### src/sv/bdp_pkg.sv
// Shared types and constants for the binary delta patch applier.
// No dependencies; bdp_front, bdp_queue, bdp_back and the top level import it.
package bdp_pkg;

   localparam int OLD_DEPTH   = 65536;
   localparam int OLD_AW      = $clog2(OLD_DEPTH);
   localparam int QUEUE_DEPTH = 4;
   localparam int QUEUE_AW    = $clog2(QUEUE_DEPTH);

   localparam logic [32:0] OLD_DEPTH_W = 33'(OLD_DEPTH);

   typedef enum logic [1:0] {
      OP_LOAD   = 2'd0,
      OP_RECORD = 2'd1,
      OP_PATCH  = 2'd2,
      OP_BAD    = 2'd3
   } op_type;

   typedef enum logic [1:0] {
      ST_OK         = 2'd0,
      ST_DIFF_OVR   = 2'd1,
      ST_EXTRA_OVR  = 2'd2,
      ST_UNEXPECTED = 2'd3
   } status_type;

   typedef enum logic {
      CSR_OLD_SIZE = 1'b0,
      CSR_NEW_SIZE = 1'b1
   } csr_index_type;

   typedef enum logic [1:0] {
      KIND_LOAD = 2'd0,
      KIND_READ = 2'd1,
      KIND_PASS = 2'd2
   } kind_type;

   typedef struct packed {
      kind_type            kind;
      logic [OLD_AW-1:0]   addr;
      logic [7:0]          data;
      logic [23:0]         index;
      status_type          status;
      logic                last;
   } entry_type;

   typedef struct packed {
      logic error;
      logic record_open;
   } front_stat_type;

endpackage

### src/sv/bdp_queue.sv
// Short FIFO of classified beats between front and back end.
// Uses bdp_pkg.
module bdp_queue import bdp_pkg::*; (
   input  logic      clock,
   input  logic      reset,
   input  logic      push,
   input  entry_type push_entry,
   output logic      full,
   input  logic      pop,
   output logic      valid,
   output entry_type head
);

   entry_type             slot_ff [QUEUE_DEPTH];
   logic [QUEUE_AW-1:0]   wr_ptr_ff, rd_ptr_ff;
   logic [QUEUE_AW:0]     count_ff;

   assign full  = count_ff == (QUEUE_AW+1)'(QUEUE_DEPTH);
   assign valid = count_ff != '0;
   assign head  = slot_ff[rd_ptr_ff];

   always_ff @(posedge clock) begin
      if (push) begin
         slot_ff[wr_ptr_ff] <= push_entry;
      end
   end

   always_ff @(posedge clock) begin
      if (reset) begin
         wr_ptr_ff <= '0;
         rd_ptr_ff <= '0;
         count_ff  <= '0;
      end else begin
         if (push) begin
            wr_ptr_ff <= wr_ptr_ff + 1'b1;
         end
         if (pop) begin
            rd_ptr_ff <= rd_ptr_ff + 1'b1;
         end
         count_ff <= count_ff + (QUEUE_AW+1)'(push) - (QUEUE_AW+1)'(pop);
      end
   end

endmodule

### config.mk
export PLATFORM = sky130hd
export DESIGN_NAME = bdp_queue
export DESIGN_NICKNAME = d
export VERILOG_FILES = /design/src/sv/bdp_pkg.sv /design/src/sv/bdp_queue.sv
export SDC_FILE = /design/constraint.sdc
export NUM_CORES = 1
export LEC_CHECK = 0
export CORE_AREA = 2 2 119 121
export CTS_CLUSTER_SIZE = 25
export DETAILED_ROUTE_END_ITERATION = 16
export DIE_AREA = 0 0 121 123
export DONT_BUFFER_PORTS = 1
export PLACE_DENSITY_LB_ADDON = 0.1
export SETUP_SLACK_MARGIN = 0.05
export SKIP_CTS_REPAIR_TIMING = 1
export SLEW_MARGIN = 20
export SYNTH_ARGS = -nofsm -noshare
export SYNTH_HDL_FRONTEND = slang
export SYNTH_SLANG_ARGS = --single-unit
### constraint.sdc
create_clock -name clock -period 2.76 [get_ports clock]
set_input_delay 0.138 -clock clock [delete_from_list [all_inputs] [get_ports clock]]
set_output_delay 0.138 -clock clock [all_outputs]
set_load 0.1 [all_outputs]
* Yosys cells after proc, flatten, opt, wreduce, memory -nomap -nowiden
Memory sizes are Yosys's and may differ from the RTL's. A register that Yosys moved wholly into a read port is not among the register bits.
Index checks and enable logic that the tools add are counted.
** Storage, ports and cells
- ROM bits :: 0
- Register bits :: 7
- Word-level logic and storage cells :: 14
- Memory bits (writable) :: 212
- Latch bits :: 0
- Output and inout bits :: 55
- Bits of input ports :: 57
- Memories :: 1
** Cells by class
- Shifts and indexed selects :: 0
- Divide/modulo/power cells :: 0
- $lt $le $gt $ge :: 0
- Bitwise gates (word level) :: 0
- Multiply operators :: 0
- Equal/unequal tests :: 1
- Add/sub/neg operators :: 4
- Reduce and logical (&&, ||, !) cells :: 1
- Muxes and demuxes :: 4
** Memory list
- slot_ff :: words 4, bits a word 53, read ports 1, clocked after memory_dff 1, write ports 1, line bdp_queue.sv:14 : entry_type slot_ff [QUEUE_DEPTH];
** Operators with widths (number)
- $add A2 B1 Y2 const B :: 2
- $mux W2 :: 2
- $add A3 B1 Y3 :: 1
- $eq A3 B3 Y1 const B :: 1
- $reduce_bool A3 Y1 :: 1
- $sub A3 B1 Y3 :: 1
- $mux W1 :: 2

* Logic depth before layout (Yosys ltp)
- Word-level depth :: 3
- Mapped depth :: 7
- Gate-level depth less buffers :: 7

* Least setup slack after synthesis
OpenSTA, ideal clock, no wires.
- Kind :: reg2reg
- Start :: register wr_ptr_ff[0]
- End :: memory slot_ff[2][0] (netlist bit), enable pin
- Cell stages (with the launch flop) :: 4
- Data required time :: 2344 ps
- Path slack :: 542 ps
- Arrival time :: 1802 ps
- Buffers on the path :: 0
- Period minus slack after synthesis :: 2218 ps
- Setup time :: 416 ps
- Path through :: dfxtp_1 inv_1 ha_1 and2_1
** RTL lines
- start: declaration :: line bdp_queue.sv:15 : logic [QUEUE_AW-1:0] wr_ptr_ff, rd_ptr_ff;
- start signal: assignment :: line bdp_queue.sv:35 : wr_ptr_ff <= wr_ptr_ff + 1'b1;
- end: declaration :: line bdp_queue.sv:14
Straight into the memory's write port.

==> flow_summary.yaml <==
setup_path:
  r2r_end: "count_ff[2]"
  critical_path_required_ps: 2620
  crit_path_end_kind: "output port"
  cp_max_fo: 16
  cp_data_arrival_time_ps: 2150
  cp_cell_sequence: "buf_4, mux4_2"
  crit_family: "multiplexers"
  cpMaxStageDelayCell: "mux4_2"
  critical_path_class: "flip-flop to output port"
  path_buf_inv: 1
  rr_startpoint: "count_ff[0]"
  r2r_cells: 7
  slowest_delay_ps: 810
  regToRegSetupSlack_ps: 990
  cp-start-kind: "flip-flop"
place:
  gp_congestion: 0.690
  dpl_cell_area_um2: 8430
  hpwl_um: 8050
  port_buffers: 0
  post-place-cells: 503
power:
  p_leak_uw: 0.00315
  ir_drop_uv: 757
  power.density_nw_per_um2: 863
  power_uw: 8390
cells_and_area:
  fillCellCount: 776
  areaGrowthSynthToFinish_pct: 19.2
  drive_gt1_share_pct: 24.8
  final-seq-area_um2: 6550
  diodes: 0
  final_area_um2: 9720
  multiInputGateArea_um2: 1450
  fin_cells: 599
  fin_nets: 467
synth:
  synth_edf_count: 212
  yosysSeqAreaShare_pct: 80.3
  yosysTopAreaCell: "edfxtp_1"
  syn_area_um2: 8150
  synthTopCellsByArea: "edfxtp_1 (78%), mux4_2 (14%), dfxtp_1 (2.2%)"
  yosys_warnings: 0
  synth_top_area_share_pct: 78.1
  syn-mean-instance-area_um2: 25.6
  async_flop_share_pct: 0
  synth_commonest_cells: "edfxtp_1 (212), mux4_2 (50), dfxtp_1 (9)"
  ys.flop_type: "edfxtp_1"
  ys_types: 22
  syn_nets: 383
  syn_inst: 319
  ys_seq_elements: 221
  yosysMostFrequentCell: "edfxtp_1"
clock_tree:
  clk_path_buf_depth: 3
  clkSinkCount: 221
  cts_tree: "done"
  root_buffer: "clkbuf_16"
  clk_latency_ps: 490
  cts_buffers: 22
  clkSlewWorstSetupHoldPaths_ps: 60
  htreeDepth: 1
detailed_routing:
  drt-pass1-iter-count: 4
  drt_iter0_markers: 239
  avgRoutedWirePerCell_um: 22.7
  routed_wl_um: 13600
  vias: 3418
  vias_per_cell: 5.71
  drc: 0
  ant_nets: 0
die:
  die_y_um: 123
  core_um2: 13600
  rows: 43
  die_w_um: 121
  dieArea_um2: 14900
  pin_count: 112
  initial_utilization_pct: 59.9
grt:
  grt_max_degree: 38
  grt.total_usage_pct: 18.1
  grt_pass1_wl_um: 19800
  globalRoute.totalOverflow: 0
  grt_pass1_vias: 3463
  antenna_found_initial: 0
timing:
  clock.fmax_ghz: 0.437
  clock-skew-final_ps: 13.5
  hold_viol: 0
  period_share_pct: 82.9
  fin_setup_tns_ps: 0
  finalSetupViolCount: 0
  finalMaxSlewViolations: 0
  rsz0062_at_grt: "no"
  tightest_slew_ps: 982
  min_period_ps: 2290
  hold_ws_ps: 181
  max-slew-margin-rel_pct: 34.8
min_path:
  worstHoldStart: "pop"
  hold_depth: 4
  worstHoldEndpoint: "count_ff[0]"
  min_path_type: "primary input to flip-flop"
run:
  maxCapViolations: 0
run_status:
  status: "completed"
how the worst max path moves through the flow:
stage | from | end | slack (ps) | cells after the start
final | flip-flop | head[3] | 470 | 2
after global routing | flip-flop | head[52] | 360 | 3
after CTS | flip-flop | head[52] | 410 | 3
after detailed placement | flip-flop | head[52] | 940 | 3
after global placement | flip-flop | head[52] | 930 | 3
after floorplan | wr_ptr_ff[0] | slot_ff[2][0] | 540 | 3
tightest hold or removal path: stages:
cell and delay [ps]:
ha_1 210, inv_1 50, ha_1 110, nor2b_1 120
cell families after synthesis:
| family | share of synthesized area [%] |
|---|---|
| DFF | 80.3 |
| xor gates and xnor gates | 0.507 |
| buffers and inverters | 2.00 |
| AOI/OAI and AO/OA | 0.184 |
| adders and majority gates | 1.17 |
| muxes | 14.9 |
| and+or+nand+nor | 0.936 |
power by group:
group / internal [uW] / leakage, uW / switching, uW
Clock: 1790 / 0.000355 / 1150
Combinational: 324 / 0.000771 / 1200
Sequential: 3850 / 0.00202 / 64.1
per-stage QoR:
step / worst slack [ps] / util, %
floorplan: 542 / -
global placement: 934 / 61.9
detailed placement: 944 / 61.9
CTS: 413 / 67.3
global route: 355 / 71.4
finish: 473 / 71.4
registers in the layout, summed over array words and instances (netlist names), named ones only:
register / flops
count_ff: 3
rd_ptr_ff: 2
slot_ff: 212
wr_ptr_ff: 2
per-layer routing:
| layer | GRT usage, % | wire (um) | vias to the layer above |
|---|---|---|---|
| met3 | 6.60 | 905 | 18 |
| met1 | 22.5 | 5570 | 1774 |
| met4 | 5.31 | 194 | 0 |
| met5 | 0 | 0 | - |
| met2 | 30.2 | 6930 | 102 |
| li1 | - | - | 1524 |
placed cells by master, fill, tap and decap left out, drive strengths merged, types with 3 or more instances in the layout:
cell | synthesis | routed
clkbuf | 1 | 26
edfxtp | 212 | 212
and2 | 4 | 4
ha | 6 | 6
dlygate4sd3 | 0 | 56
mux4 | 53 | 53
inv | 6 | 6
dfxtp | 9 | 9
clkinv | 0 | 10
bufinv | 0 | 3
buf | 11 | 16
nor2 | 5 | 5
final cells by class:
type                            instances  area share, %
Tap cell                              180           2.32
Multi-Input combinational cell         80           14.9
Inverter                                6          0.232
Sequential cell                       221           67.4
Clock inverter                         14           1.44
Clock buffer                           26           6.04
Timing Repair Buffer                   72           7.65
(Power assumes the default switching activity.)
