===== src/sv/bdp_pkg.sv =====
// Shared types and constants for the binary delta patch applier.
// No dependencies; bdp_front, bdp_queue, bdp_back and the top level import it.
package bdp_pkg;

   localparam int OLD_DEPTH   = 65536;
   localparam int OLD_AW      = $clog2(OLD_DEPTH);
   localparam int QUEUE_DEPTH = 4;
   localparam int QUEUE_AW    = $clog2(QUEUE_DEPTH);

   localparam logic [32:0] OLD_DEPTH_W = 33'(OLD_DEPTH);

   typedef enum logic [1:0] {
      OP_LOAD   = 2'd0,
      OP_RECORD = 2'd1,
      OP_PATCH  = 2'd2,
      OP_BAD    = 2'd3
   } op_type;

   typedef enum logic [1:0] {
      ST_OK         = 2'd0,
      ST_DIFF_OVR   = 2'd1,
      ST_EXTRA_OVR  = 2'd2,
      ST_UNEXPECTED = 2'd3
   } status_type;

   typedef enum logic {
      CSR_OLD_SIZE = 1'b0,
      CSR_NEW_SIZE = 1'b1
   } csr_index_type;

   typedef enum logic [1:0] {
      KIND_LOAD = 2'd0,
      KIND_READ = 2'd1,
      KIND_PASS = 2'd2
   } kind_type;

   typedef struct packed {
      kind_type            kind;
      logic [OLD_AW-1:0]   addr;
      logic [7:0]          data;
      logic [23:0]         index;
      status_type          status;
      logic                last;
   } entry_type;

   typedef struct packed {
      logic error;
      logic record_open;
   } front_stat_type;

endpackage


===== src/sv/bdp_req_if.sv =====
// Input channel: valid/ready plus one patch stream item.
// Depends on nothing.
interface bdp_req_if;
   logic               valid;
   logic               ready;
   logic [1:0]         operation;
   logic [15:0]        old_address;
   logic [7:0]         old_data;
   logic [23:0]        diff_length;
   logic [23:0]        extra_length;
   logic signed [31:0] seek_offset;
   logic [7:0]         patch_byte;

   modport source (output valid, operation, old_address, old_data, diff_length,
                   extra_length, seek_offset, patch_byte, input ready);
   modport sink (input valid, operation, old_address, old_data, diff_length,
                 extra_length, seek_offset, patch_byte, output ready);
endinterface


===== src/sv/bdp_csr_if.sv =====
// Register write channel: valid/ready, register index and data.
// Depends on nothing.
interface bdp_csr_if;
   logic        valid;
   logic        ready;
   logic        index;
   logic [23:0] data;

   modport source (output valid, index, data, input ready);
   modport sink (input valid, index, data, output ready);
endinterface


===== src/sv/bdp_front.sv =====
// Front end: takes items, keeps stream position state, classifies each beat.
// Uses bdp_pkg and the req/csr channel interfaces.
module bdp_front import bdp_pkg::*; (
   input  logic           clock,
   input  logic           reset,
   bdp_req_if.sink        req,
   bdp_csr_if.sink        csr,
   input  logic           q_full,
   output logic           push,
   output entry_type      push_entry,
   output front_stat_type stat
);

   logic [16:0] old_size_ff, old_size_in;
   logic [23:0] new_size_ff, new_size_in;
   logic [23:0] new_pos_ff, new_pos_in;
   logic [31:0] old_pos_ff, old_pos_in;
   logic [23:0] diff_left_ff, diff_left_in;
   logic [23:0] extra_left_ff, extra_left_in;
   logic [31:0] seek_ff, seek_in;
   logic        error_ff, error_in;

   logic        accept;
   logic        record_open;
   logic [24:0] sum_d;
   logic [25:0] sum_de;
   logic        in_range;
   logic        closing;
   logic        step_diff;
   logic        is_last;

   assign req.ready = !q_full;
   assign csr.ready = 1'b1;
   assign accept    = req.valid && req.ready;

   assign record_open = (diff_left_ff != '0) || (extra_left_ff != '0);
   assign sum_d       = 25'(new_pos_ff) + 25'(req.diff_length);
   assign sum_de      = 26'(sum_d) + 26'(req.extra_length);
   assign in_range    = (33'(old_pos_ff) < 33'(old_size_ff)) &&
                        (33'(old_pos_ff) < OLD_DEPTH_W);
   assign is_last     = (25'(new_pos_ff) + 25'd1) == 25'(new_size_ff);

   always_comb begin
      old_size_in   = old_size_ff;
      new_size_in   = new_size_ff;
      new_pos_in    = new_pos_ff;
      old_pos_in    = old_pos_ff;
      diff_left_in  = diff_left_ff;
      extra_left_in = extra_left_ff;
      seek_in       = seek_ff;
      error_in      = error_ff;
      push          = 1'b0;
      push_entry    = '{kind: KIND_PASS, addr: '0, data: 8'h00,
                        index: new_pos_ff, status: ST_UNEXPECTED, last: 1'b0};
      closing       = 1'b0;
      step_diff     = 1'b0;

      if (csr.valid) begin
         case (csr_index_type'(csr.index))
            CSR_OLD_SIZE: old_size_in = csr.data[16:0];
            CSR_NEW_SIZE: new_size_in = csr.data;
            default: ;
         endcase
      end

      if (accept) begin
         case (op_type'(req.operation))
            OP_LOAD: begin
               if (33'(req.old_address) < OLD_DEPTH_W) begin
                  push            = 1'b1;
                  push_entry.kind = KIND_LOAD;
                  push_entry.addr = OLD_AW'(req.old_address);
                  push_entry.data = req.old_data;
               end
            end
            OP_RECORD: begin
               if (error_ff || record_open || (new_pos_ff >= new_size_ff)) begin
                  push = 1'b1;
               end else if (sum_d > 25'(new_size_ff)) begin
                  push              = 1'b1;
                  push_entry.status = ST_DIFF_OVR;
               end else if (sum_de > 26'(new_size_ff)) begin
                  push              = 1'b1;
                  push_entry.status = ST_EXTRA_OVR;
               end else begin
                  diff_left_in  = req.diff_length;
                  extra_left_in = req.extra_length;
                  if (req.diff_length == '0 && req.extra_length == '0) begin
                     old_pos_in = old_pos_ff + 32'(req.seek_offset);
                  end else begin
                     seek_in = 32'(req.seek_offset);
                  end
               end
               error_in = error_ff || push;
            end
            OP_PATCH: begin
               push = 1'b1;
               if (error_ff || !record_open) begin
                  error_in = 1'b1;
               end else begin
                  push_entry.status = ST_OK;
                  push_entry.data   = req.patch_byte;
                  push_entry.last   = is_last;
                  new_pos_in        = new_pos_ff + 24'd1;
                  if (diff_left_ff != '0) begin
                     step_diff    = 1'b1;
                     diff_left_in = diff_left_ff - 24'd1;
                     closing      = (diff_left_ff == 24'd1) && (extra_left_ff == '0);
                     if (in_range) begin
                        push_entry.kind = KIND_READ;
                        push_entry.addr = OLD_AW'(old_pos_ff);
                     end
                  end else begin
                     extra_left_in = extra_left_ff - 24'd1;
                     closing       = extra_left_ff == 24'd1;
                  end
                  old_pos_in = old_pos_ff + (closing ? seek_ff : 32'd0) +
                               32'(step_diff);
                  if (closing) begin
                     seek_in = '0;
                  end
               end
            end
            default: begin
               push     = 1'b1;
               error_in = 1'b1;
            end
         endcase
      end
   end

   always_ff @(posedge clock) begin
      if (reset) begin
         old_size_ff   <= '0;
         new_size_ff   <= '0;
         new_pos_ff    <= '0;
         old_pos_ff    <= '0;
         diff_left_ff  <= '0;
         extra_left_ff <= '0;
         seek_ff       <= '0;
         error_ff      <= 1'b0;
      end else begin
         old_size_ff   <= old_size_in;
         new_size_ff   <= new_size_in;
         new_pos_ff    <= new_pos_in;
         old_pos_ff    <= old_pos_in;
         diff_left_ff  <= diff_left_in;
         extra_left_ff <= extra_left_in;
         seek_ff       <= seek_in;
         error_ff      <= error_in;
      end
   end

   assign stat = '{error: error_ff, record_open: record_open};

endmodule


===== src/flat_wrapper.sv =====
// flat-port wrapper written by rule: the top's interface ports become plain ports
module bdp_front_flat import bdp_pkg::*;
  (clock, reset, q_full, push, push_entry, stat, req_valid, req_operation, req_old_address, req_old_data, req_diff_length, req_extra_length, req_seek_offset, req_patch_byte, req_ready, csr_valid, csr_index, csr_data, csr_ready);
  bdp_req_if req_i ();
  bdp_csr_if csr_i ();
  input  logic clock;
  input  logic reset;
  input  logic q_full;
  output logic push;
  output entry_type push_entry;
  output front_stat_type stat;
  input wire logic [$bits(req_i.valid)-1:0] req_valid;
  input wire logic [$bits(req_i.operation)-1:0] req_operation;
  input wire logic [$bits(req_i.old_address)-1:0] req_old_address;
  input wire logic [$bits(req_i.old_data)-1:0] req_old_data;
  input wire logic [$bits(req_i.diff_length)-1:0] req_diff_length;
  input wire logic [$bits(req_i.extra_length)-1:0] req_extra_length;
  input wire logic [$bits(req_i.seek_offset)-1:0] req_seek_offset;
  input wire logic [$bits(req_i.patch_byte)-1:0] req_patch_byte;
  output wire logic [$bits(req_i.ready)-1:0] req_ready;
  input wire logic [$bits(csr_i.valid)-1:0] csr_valid;
  input wire logic [$bits(csr_i.index)-1:0] csr_index;
  input wire logic [$bits(csr_i.data)-1:0] csr_data;
  output wire logic [$bits(csr_i.ready)-1:0] csr_ready;
  assign req_i.valid = req_valid;
  assign req_i.operation = req_operation;
  assign req_i.old_address = req_old_address;
  assign req_i.old_data = req_old_data;
  assign req_i.diff_length = req_diff_length;
  assign req_i.extra_length = req_extra_length;
  assign req_i.seek_offset = req_seek_offset;
  assign req_i.patch_byte = req_patch_byte;
  assign req_ready = req_i.ready;
  assign csr_i.valid = csr_valid;
  assign csr_i.index = csr_index;
  assign csr_i.data = csr_data;
  assign csr_ready = csr_i.ready;
  bdp_front u_core (.clock(clock), .reset(reset), .req(req_i), .csr(csr_i), .q_full(q_full), .push(push), .push_entry(push_entry), .stat(stat));
endmodule

===== config.mk =====
export PLATFORM = sky130hd
export DESIGN_NAME = bdp_front_flat
export DESIGN_NICKNAME = d
export VERILOG_FILES = /design/src/sv/bdp_pkg.sv /design/src/sv/bdp_req_if.sv /design/src/sv/bdp_csr_if.sv /design/src/sv/bdp_front.sv /design/src/flat_wrapper.sv
export SDC_FILE = /design/constraint.sdc
export NUM_CORES = 1
export LEC_CHECK = 0
export ABC_AREA = 1
export BUFFER_PORTS_ARGS = -buffer_cell sky130_fd_sc_hd__buf_2
export CORE_UTILIZATION = 66
export CTS_CLUSTER_SIZE = 16
export DETAILED_ROUTE_END_ITERATION = 16
export PLACE_DENSITY_LB_ADDON = 0.25
export SLEW_MARGIN = 25
export SYNTH_ARGS = -nofsm -noshare
export SYNTH_HDL_FRONTEND = slang
export SYNTH_SLANG_ARGS = --single-unit
export TNS_END_PERCENT = 100

===== constraint.sdc =====
create_clock -name clock -period 11.7 [get_ports clock]
set_input_delay 0.585 -clock clock [delete_from_list [all_inputs] [get_ports clock]]
set_output_delay 0.585 -clock clock [all_outputs]
set_load 0.1 [all_outputs]

**Word-level counts from Yosys, hierarchy flattened**

Index checks and enable logic that the tools add are counted.

- Output and inout port bits: 58
- Input bits: 144
- Memory bits (read-only): 0
- Word-level logic and storage cells: 121
- Memory bits (writable): 0
- Latch bits: 0
- Memories kept: 0
- Bits in registers: 178

- Bitwise gates (word level): 3
- Multipliers: 0
- Order comparisons: 5
- Equality and inequality tests: 15
- Div/mod/pow operators: 0
- Add/sub/neg operators: 9
- Mux-type cells: 55
- Reductions and logical operators: 26
- Shift operators: 0

Operators with widths:

| cell | count |
|---|---|
| $mux W32 | 12 |
| $mux W24 | 10 |
| $pmux W32 S2 | 2 |
| $pmux W24 S2 | 2 |
| $logic_not A24 Y1 | 3 |
| $add A32 B32 Y32 | 2 |
| $mux W26 | 2 |
| $pmux W26 S2 | 1 |
| $eq A24 B1 Y1 const B | 2 |
| $reduce_bool A24 Y1 | 2 |
| $sub A24 B1 Y24 const B | 2 |
| $mux W18 | 2 |
| $add A32 B1 Y32 | 1 |
| $lt A32 B17 Y1 | 1 |
| $lt A32 B17 Y1 const B | 1 |
| $add A25 B24 Y26 | 1 |
| $gt A26 B24 Y1 | 1 |
| $add A24 B1 Y25 const B | 1 |
| $add A24 B24 Y25 | 1 |
| $eq A25 B24 Y1 | 1 |
| $gt A25 B24 Y1 | 1 |
| $add A24 B1 Y24 const B | 1 |
| $ge A24 B24 Y1 | 1 |
| $reduce_and A7 Y1 | 3 |
| other kinds (18) | 57 |

**Logic depth before layout (Yosys ltp)**

- Depth in word-level cells: 12
- Gate-level depth with buffers: 37
- Gate-level depth less buffers: 36

**Least setup slack after synthesis**

Ideal clock, no wire load.

- Kind: register -> output
- Start point: register u_core.new_pos_ff[2]
- End point: output port push
- Slack: 4985 ps
- Stages on the path, launching flop included: 35
- Arrival time: 6130 ps
- Buffers on the path: 0
- Data required time: 11115 ps
- Path through: dfxtp_1 ha_1 a21oi_1 nand2_1 a21oi_1 o21ai_1 a21oi_1 o21ai_1 a21oi_1 o21ai_1 nand3_1 nand2_1 nand2_1 nand2_1 ha_1 nand2_1 nor2_1 nand2_1 nor3_1 nand3_1 nand3_1 xor2_1 ha_1 nand2_1 nor2_1 nand2_1 nand2_1 nand2_1 nand2_1 nand2_1 nand2_1 nor2_1 nand4_1 inv_1 nor2_1

- Cells in the longest elaborated chain, start to end: 10
- Elaborated cells on any way between the ends: 13
- Classes of those cells: 2 x add/sub; 3 x order compare; 7 x mux; 1 x reduce/logical

RTL lines:

| element | line | text |
|---|---|---|
| start, declared | bdp_front.sv:16 | `logic [23:0] new_pos_ff, new_pos_in;` |
| start signal, assigned | bdp_front.sv:145 | `new_pos_ff <= new_pos_in;` |
| $add A24 B24 Y25 | bdp_front.sv:37 | `assign sum_d = 25'(new_pos_ff) + 25'(req.diff_length);` |
| $add A25 B24 Y26 | bdp_front.sv:38 | `assign sum_de = 26'(sum_d) + 26'(req.extra_length);` |
| $gt A26 B24 Y1 | bdp_front.sv:82 | `end else if (sum_de > 26'(new_size_ff)) begin` |
| $mux W1 | bdp_front.sv:82 |  |
| $mux W1 | bdp_front.sv:79 | `end else if (sum_d > 25'(new_size_ff)) begin` |
| $mux W1 (*) | bdp_front.sv:77 | `if (error_ff \|\| record_open \|\| (new_pos_ff >= new_size_ff)) begin` |
| $mux W1 (*) | bdp_front.sv:67 | `case (op_type'(req.operation))` |
| $mux W1 (*) | bdp_front.sv:66 | `if (accept) begin` |
| $mux W1 (*) | -- |  |
| $mux W1 (*) | bdp_front.sv:66 |  |
| end, declared | flat_wrapper.sv:9 | `output logic push;` |

Mark *: on every way between the ends. The rest lies on a longest branch, timed or not. The select of a mux whose other input is x is not followed.

==> impl_metrics.tcl <==
set metrics [dict create \
    hold_violations 0 \
    root_buffer "clkbuf_16" \
    slowest_stage "dfxtp_1" \
    io_pins 202 \
    drive_above_1_share_pct 8.97 \
    rr_worst_depth 36 \
    cts_setup_buffers 0 \
    drt-vias-per-instance 6.05 \
    cpMostUsedCell "nand2_1" \
    crit_type "flip-flop to primary output" \
    final_common_cell "nand2_1" \
    skew_ns 0.0137 \
    worst_ep_required_time_ns 11.12 \
    wirelength_um 65400 \
    cap_violations 0 \
    cts_resized 0 \
    numCtsBuffers 17 \
    synth.distinct_cells 59 \
    synthArstFlopShare_pct 0 \
    gp_congestion 1.04 \
    fmax_mhz 146 \
    vdd_ir_drop_max_uv 140 \
    period_minus_slack_ns 6.84 \
    die_width_um 170 \
    num_vias 21800 \
    grt_max_degree 97 \
    rsz0062_at_grt "false" \
    grt_pass1_wl_um 100000 \
    p_leak_nw 10.4 \
    port_buffers 200 \
    path_max_fanout 9 \
    synth-seq-cells 178 \
    core_um2 27800 \
    die_area_um2 28900 \
    worst_slew_pin_slew_ns 0.930 \
    startpoint_type "flip-flop" \
    final_cell_area_um2 20300 \
    worst_r2r_endpoint "u_core.diff_left_ff[8]" \
    hp-class "input pin to flip-flop" \
    fillers 2400 \
    finalCritPeriodShare_pct 58.5 \
    clkTransAtPathRegs_ns 0.08 \
    ant_nets 0 \
    htree_levels 4 \
    layout_common_cells "nand2_1 (780), nor2_1 (459), inv_1 (349)" \
    postPlaceCellArea_um2 19700 \
    final_util_pct 73.2 \
    slew_headroom_pct 38.0 \
    synthCells 3080 \
    cts.sinks 178 \
    clockBufferDepth 2 \
    place_hpwl_um 50500 \
    synth_area_um2 18600 \
    drt_iter0_drc 2629 \
    antenna_found_initial 2 \
    drc 0 \
    endpoint "push_entry[1]" \
    worst_skew_pair.late_latency_ns 0.48 \
    die_y_um 170 \
    slew_violations 0 \
    synth_edf_count 0 \
    setup_viol 0 \
    hold_buffers 0 \
    worstSetupEndpointType "primary output" \
    overflow 0 \
    nets 3578 \
    grt_pass1_vias 19700 \
    std_cell_rows 61 \
    ys.flop_type "dfxtp_1" \
    grt_use_total_pct 44.7 \
    wire_per_inst_um 18.1 \
    seq_area_frac_synth_pct 19.2 \
    status "finished clean" \
    area_growth_pct 9.30 \
    yosysWarnings 0 \
    max_stage_delay_ns 0.59 \
    start_util_pct 67.0 \
    timing.rr.start "u_core.new_pos_ff[2]" \
    fin_tns_setup_ns 0 \
    syn_avg_cell_area_um2 6.04 \
    synth_nets 3438 \
    rrSetupSlack_ns 5.29 \
    crit_start "u_core.new_pos_ff[2]" \
    dr.pass1.iters 7 \
    cellPowerDensity_nw_per_um2 114 \
    crit_arrival_ns 6.26 \
    cts_tree "done" \
]
[power breakdown]
group / switching (W) / total, W / internal [W] / leakage, nW
logic: 0.000706 / 0.00105 / 0.000344 / 8.66
clock network: 0.000272 / 0.000582 / 0.000310 / 0.288
registers: 0.0000449 / 0.000685 / 0.000640 / 1.45
[critical path, delay by kind of cell, from the launching register on]
| kind | cells | cell delay (ns) |
|---|---|---|
| adders and majority gates | 3 | 1.00 |
| buffers and inverters | 1 | 0.48 |
| DFF | 1 | 0.59 |
| AOI/OAI and AO/OA | 8 | 1.47 |
| and+or+nand+nor | 19 | 2.07 |
| xor gates and xnor gates | 1 | 0.19 |
[layout make-up]
cell class	count	area [um^2]	share of cell area, %
antenna	1	2.50	0.0123
tap	378	473	2.33
sequential	178	3560	17.5
clock inverter	11	105	0.517
timing repair buffer	209	1070	5.26
inverter	360	1360	6.68
multi-input combinational	2454	13300	65.4
clock buffer	20	467	2.30
[metal layers]
layer | wire length [um] | part of all wire, % | track usage [%] | vias to the layer above
li1 | - | - | - | 10400
met1 | 26900 | 41 | 59.6 | 9907
met2 | 27900 | 43 | 68.4 | 1344
met3 | 7940 | 12 | 10.1 | 214
met4 | 2690 | 4.1 | 20.1 | 0
met5 | 0 | 0 | 0 | -
[cells by family (layout without fill, tap and decap cells)]
group,after synthesis,count (layout),synth area share [%]
AOI/OAI and AO/OA,602,602,17.5
buffers and inverters,448,600,9.44
muxes,11,11,0.592
DFF,178,178,19.2
and+or+nand+nor,1526,1526,33.8
other,1,2,0.0202
adders and majority gates,214,214,14.6
xor gates and xnor gates,100,100,4.86
[how the worst min path moves through the flow]
stage | start | to | cells past startpoint
floorplan | u_core.old_size_ff[10] | u_core.old_size_ff[10] | 2
global placement | u_core.old_size_ff[1] | u_core.old_size_ff[1] | 2
detailed placement | u_core.old_size_ff[9] | u_core.old_size_ff[9] | 2
CTS | reset | u_core.error_ff | 2
global route | reset | u_core.error_ff | 2
finish | reset | u_core.error_ff | 2
[cell usage after synthesis (5+ instances only)]
| library cell | number | share of area [%] |
|---|---|---|
| o211ai_1 | 6 | 0.24 |
| a211oi_1 | 8 | 0.32 |
| inv_2 | 8 | 0.16 |
| nand2_1 | 780 | 16 |
| ha_1 | 209 | 14 |
| nor2_1 | 460 | 9.3 |
| buf_6 | 6 | 0.36 |
| a31oi_1 | 15 | 0.50 |
| or2_2 | 19 | 0.64 |
| a21o_1 | 26 | 1.0 |
| o21ai_1 | 16 | 0.43 |
| a21oi_1 | 290 | 7.8 |
| inv_1 | 352 | 7.1 |
| o21a_1 | 8 | 0.32 |
| buf_2 | 15 | 0.40 |
| mux2i_1 | 11 | 0.59 |
| o21bai_1 | 15 | 0.61 |
| nand3_1 | 126 | 3.4 |
| fa_1 | 5 | 0.54 |
| nand4_1 | 43 | 1.4 |
| xnor2_1 | 26 | 1.2 |
| o21ai_0 | 196 | 5.3 |
| nor3_1 | 46 | 1.2 |
| dfxtp_1 | 178 | 19 |
| nor4_1 | 25 | 0.84 |
| xor2_1 | 72 | 3.4 |
| buf_1 | 9 | 0.18 |
| nor2_2 | 7 | 0.24 |
| clkbuf_1 | 55 | 1.1 |
[through the flow]
step / worst slack (ns) / total power, W / hold slack (ns) / std cells
2_1_floorplan: 4.98 / 0.00143 / 0.433 / 3080
3_3_place_gp: 5.27 / 0.00167 / 0.447 / 3579
3_5_place_dp: 5.00 / 0.00170 / 0.452 / 3579
4_1_cts: 4.98 / 0.00228 / 0.346 / 3610
5_1_grt: 4.29 / 0.00245 / 0.362 / 3610
6_report: 4.86 / 0.00232 / 0.362 / 3611
[sequential cells by signal (all words and copies together) (netlist names)]
name                  cells
u_core.new_size_ff       24
u_core.old_pos_ff        32
u_core.error_ff           1
u_core.new_pos_ff        24
u_core.extra_left_ff     24
u_core.old_size_ff       17
u_core.diff_left_ff      24
u_core.seek_ff           32
No activity file was read; power rests on OpenSTA's default activity.
